File: src/sv/grid_cell_coulomb_potential_macros.svh
// ----------------------------------------------------------------------------
// grid_cell_coulomb_potential_macros
// Assertion macros shared by the grid cell potential design.
// ----------------------------------------------------------------------------
`ifndef GRID_CELL_COULOMB_POTENTIAL_MACROS_SVH
`define GRID_CELL_COULOMB_POTENTIAL_MACROS_SVH

// Implication checked on every clock edge outside reset.
`define GCP_ASSERT_IMP(label, clk, rst_n, ante, cons, msg) \
	label: assert property (@(posedge clk) disable iff (!rst_n) (ante) |-> (cons)) \
		else $error(msg);

// Next-cycle implication checked outside reset.
`define GCP_ASSERT_NEXT(label, clk, rst_n, ante, cons, msg) \
	label: assert property (@(posedge clk) disable iff (!rst_n) (ante) |=> (cons)) \
		else $error(msg);

`endif

File: src/sv/gcp_pkg.sv
// ----------------------------------------------------------------------------
// gcp_pkg
// Shared widths, limits, register indexes and command types.
// ----------------------------------------------------------------------------
package gcp_pkg;
	localparam int CoordW   = 24;
	localparam int ChargeW  = 24;
	localparam int RadiusW  = 14;
	localparam int BoxChgW  = 32;
	localparam int PotW     = 48;
	localparam int CfgIdxW  = 3;
	localparam int CfgDataW = 24;
	localparam int SqW      = 50;
	localparam int DistW    = 25;

	localparam int MinRadiusDef   = 1024;
	localparam int ClashOffsetDef = 1024;
	localparam int CoordFracDef   = 10;

	localparam logic [CfgIdxW-1:0] RegMinX  = 3'd0;
	localparam logic [CfgIdxW-1:0] RegMinY  = 3'd1;
	localparam logic [CfgIdxW-1:0] RegMinZ  = 3'd2;
	localparam logic [CfgIdxW-1:0] RegMaxX  = 3'd3;
	localparam logic [CfgIdxW-1:0] RegMaxY  = 3'd4;
	localparam logic [CfgIdxW-1:0] RegMaxZ  = 3'd5;
	localparam logic [CfgIdxW-1:0] RegProbe = 3'd6;
	localparam logic [CfgIdxW-1:0] RegMode  = 3'd7;

	// Commands from the controller to the datapath.
	typedef struct packed {
		logic load;      // capture the atom and form distance terms
		logic sq_sum;    // sum the squared axis distances
		logic sqrt_init; // start the square root
		logic sqrt_step; // one root iteration
		logic div_init;  // start the division
		logic div_step;  // one division iteration
		logic finish;    // update the sums and the result register
	} gcp_cmd_t;

	// Status from the datapath.
	typedef struct packed {
		logic sqrt_done;
		logic div_done;
		logic need_div;
	} gcp_sts_t;
endpackage

File: src/sv/gcp_ctrl.sv
// ----------------------------------------------------------------------------
// gcp_ctrl
// Sequencer for one atom: load, square sum, root, divide when needed, accumulate.
// ----------------------------------------------------------------------------
`include "grid_cell_coulomb_potential_macros.svh"

module gcp_ctrl (
	input  logic              clk,
	input  logic              arst_n,
	input  logic              in_valid,
	output logic              in_ready,
	input  logic              out_busy,
	input  gcp_pkg::gcp_sts_t sts,
	output gcp_pkg::gcp_cmd_t cmd
);
	typedef enum logic [2:0] {
		S_IDLE, S_SQ, S_SQI, S_SQRT, S_DIVI, S_DIV, S_FIN
	} state_t;

	state_t state_q;

	assign in_ready = (state_q == S_IDLE);

	always_comb begin
		cmd = '0;
		cmd.load      = (state_q == S_IDLE) && in_valid;
		cmd.sq_sum    = (state_q == S_SQ);
		cmd.sqrt_init = (state_q == S_SQI);
		cmd.sqrt_step = (state_q == S_SQRT);
		cmd.div_init  = (state_q == S_DIVI);
		cmd.div_step  = (state_q == S_DIV);
		cmd.finish    = (state_q == S_FIN) && !out_busy;
	end

	always_ff @(posedge clk or negedge arst_n) begin
		if (!arst_n) begin
			state_q <= S_IDLE;
		end else begin
			unique case (state_q)
				S_IDLE: if (in_valid) state_q <= S_SQ;
				S_SQ:   state_q <= S_SQI;
				S_SQI:  state_q <= S_SQRT;
				S_SQRT: if (sts.sqrt_done) state_q <= sts.need_div ? S_DIVI : S_FIN;
				S_DIVI: state_q <= S_DIV;
				S_DIV:  if (sts.div_done) state_q <= S_FIN;
				S_FIN:  if (!out_busy) state_q <= S_IDLE;
				default: state_q <= S_IDLE;
			endcase
		end
	end

	`GCP_ASSERT_IMP(a_one_hot_cmd, clk, arst_n, 1'b1, $onehot0(cmd), "commands overlap")
	`GCP_ASSERT_NEXT(a_load_seq, clk, arst_n, cmd.load, cmd.sq_sum, "square sum must follow load")
	`GCP_ASSERT_IMP(a_ready_idle, clk, arst_n, in_ready, !cmd.div_step && !cmd.sqrt_step,
		"accepting while busy")
endmodule

File: config.mk
export PLATFORM = sky130hd
export DESIGN_NAME = gcp_ctrl
export DESIGN_NICKNAME = d
export VERILOG_FILES = /design/src/sv/gcp_pkg.sv /design/src/sv/gcp_ctrl.sv
export VERILOG_INCLUDE_DIRS = /design/src /design/src/sv
export SDC_FILE = /design/constraint.sdc
export NUM_CORES = 1
export LEC_CHECK = 0
export ABC_AREA = 1
export BUFFER_PORTS_ARGS = -buffer_cell sky130_fd_sc_hd__buf_2
export CORE_AREA = 2 2 39 41
export CTS_CLUSTER_DIAMETER = 80
export DETAILED_ROUTE_END_ITERATION = 16
export DIE_AREA = 0 0 41 43
export PLACE_DENSITY = 0.5
export SYNTH_ARGS = -nofsm -noshare
export SYNTH_HDL_FRONTEND = slang
export SYNTH_SLANG_ARGS = --single-unit
File: constraint.sdc
create_clock -name clk -period 3.6 [get_ports clk]
set_clock_uncertainty 0.15 [all_clocks]
set_input_delay 0.18 -clock clk [delete_from_list [all_inputs] [get_ports clk]]
set_output_delay 0.18 -clock clk [all_outputs]
set_load 0.05 [all_outputs]
==> qor.yml <==
status:
  status: "complete, no violations"
clocking:
  cts.sinks: 3
  post_cts_buffers: 0
  insertion_delay_ps: 240
  htree_num_levels: 1
  root_buffer: "clkbuf_4"
  hold_buffers: 1
  post_cts_resized: 0
  cts_tree: "yes"
  path_clk_slew_ps: 40
  cts_buffers: 3
  clockBufferDepth: 2
power:
  powerDensity_nw_per_um2: 1090
  clkPwrFrac_pct: 14.3
  p_comb_share_pct: 65.0
  switching_power_mw: 0.257
  sw_frac_of_total_pct: 61.2
  p_int_mw: 0.163
  leakage_nw: 0.230
  p_seq_share_pct: 20.6
  ir_drop_mv: 0.243
critical_path:
  critPathKind: "flop to output pin"
  r2r_end: "state_q[2]"
  critical_path.startpoint: "state_q[2]"
  endpoint: "cmd[0]"
  path_max_fanout: 10
  startpoint_type: "flop"
  rr_worst_depth: 5
  worstPathRequired_ps: 3270
  r2r-start: "state_q[2]"
  cp-end-kind: "output pin"
  reg2reg_slack_ps: 2200
  cp.arrival_ps: 1370
run:
  maxCapViolations: 0
grt:
  grtUsageTotal_pct: 8.44
  grt_pass1_vias: 240
  grt-ovfl-total: 0
  grt_max_degree: 11
  antenna_found_initial: 0
  grt_pass1_wl_um: 924
sta:
  period_needed_ps: 1700
  fmax_mhz: 590
  finalWorstSetupSlack_ps: 1900
  fin_tns_setup_ps: 0
  hold_violations: 0
  rsz0062_at_grt: "no"
  fin_crit_sh_pct: 47.1
  setup_viol: 0
  worstMarginPinSlew_ps: 359
  maxSlewViolCount: 0
  slew_headroom_pct: 76.1
place:
  place_congestion: 0.662
  post-place-ws_ps: 2150
  post-dp-hpwl_um: 471
  port_buffers: 14
floorplan:
  coreArea_um2: 1380
  die_w_um: 41
  dieArea_um2: 1760
  rows: 14
  start_util_pct: 19.7
  io_pins: 15
  die_height_um: 43
synthesis:
  synth_top_family_by_area: "simple AND/OR/NAND/NOR gates"
  yosysUniqueCellTypes: 15
  ys_warn_count: 0
  netlist.area_leader.share_pct: 27.5
  synth_top_area_cell: "dfrtp_1"
  synthCells: 43
  syn_nets: 50
  synth-seq-cells: 3
  syn_area_um2: 273
  synthSimpleGateAreaFrac_pct: 45.0
  synth_xor_area_share_pct: 0
  synth.avg_cell_area_um2: 6.34
  yosysSeqAreaShare_pct: 27.5
  synth_adder_area_share_pct: 0
  netlist_top_cells_area: "dfrtp_1 28%, nand2_1 12%, inv_1 9.6%, nand3_1 5.5%, o21ai_0 5.5%"
  synth-compound-area-share_pct: 11.0
  synthMuxAreaShare_pct: 0
finish:
  reg_top3: "state_q: 3 flops"
  layout_common_cells: "14 x buf_2, 9 x nand2_1, 7 x inv_1"
  drive_above_1_share_pct: 36.7
  largest_register_ffs: 3
  fin_nets: 68
  fin_util_pct: 27.8
  area_growth_pct: 40.8
  top_register: "state_q"
  fillCellCount: 164
  n_antenna_cell: 0
  layout_commonest_cell: "buf_2"
drt:
  via_count: 321
  drc_errors: 0
  wl_per_cell_um: 8.00
  wl_um: 608
  drt_iter0_markers: 2
  vias_per_cell: 4.22
  dr.pass1.iters: 4
  ant_nets: 0
worst_hold_path:
  worstHoldPathType: "input port to async pin"
critical path: stages, from the launching register on:
cell     delay [ps]
dfrtp_1         540
inv_2           120
nor4_1          160
buf_2           300
synth_stat cells:
master / count
buf_4: 2
dfrtp_1: 3
inv_1: 7
inv_2: 1
nand2_1: 9
nand2_2: 2
nand3_1: 3
nand4_1: 2
nor2_1: 4
nor2_2: 1
nor2_4: 1
nor3_1: 2
nor4_1: 1
o21ai_0: 3
o21bai_1: 2
metrics by stage:
| stage | area [µm²] | hold slack [ps] | power [mW] | cells |
|---|---|---|---|---|
| 2_1_floorplan | 273 | -266 | 0.318 | 43 |
| 3_3_place_gp | 348 | -173 | 0.363 | 71 |
| 3_5_place_dp | 348 | -173 | 0.361 | 71 |
| 4_1_cts | 384 | 109 | 0.424 | 76 |
| 5_1_grt | 384 | 123 | 0.456 | 76 |
| 6_report | 384 | 114 | 0.420 | 76 |
how the worst min path moves through the flow:
stage | startpoint | to | slack (ps)
3_5_place_dp | arst_n | state_q[0] | -170
2_1_floorplan | arst_n | state_q[0] | -270
5_1_grt | arst_n | state_q[1] | 120
3_3_place_gp | arst_n | state_q[0] | -170
4_1_cts | arst_n | state_q[1] | 110
6_report | arst_n | state_q[1] | 110
power groups by stage:
stage                     clock (mW)  sequential [mW]  combinational (mW)
after detailed placement           0           0.0873               0.274
after global routing          0.0662           0.0932               0.297
after floorplan                    0           0.0606               0.257
final                         0.0602           0.0866               0.273
after global placement             0           0.0871               0.276
after CTS                     0.0621           0.0866               0.275
logic make-up after synthesis:
family,count (synthesis)
and+or+nand+nor,25
DFF,3
AOI/OAI and AO/OA,5
buffers and inverters,10
layer usage:
metal / up-vias / wire length (µm) / global-route usage, %
met5: - / 0 / 0
met3: 2 / 59 / 3.14
li1: 171 / - / -
met1: 135 / 257 / 8.71
met2: 13 / 269 / 11.3
met4: 0 / 22 / 10.0
area by class of cell:
type,count,area (µm²),area share (%)
Clock buffer,4,26.3,6.84
Timing Repair Buffer,15,80.1,20.8
Inverter,8,30.0,7.82
Tap cell,16,20.0,5.21
Sequential cell,3,75.1,19.5
Multi-Input combinational cell,30,153,39.7
Note: power is estimated with default switching activity, not from simulation.
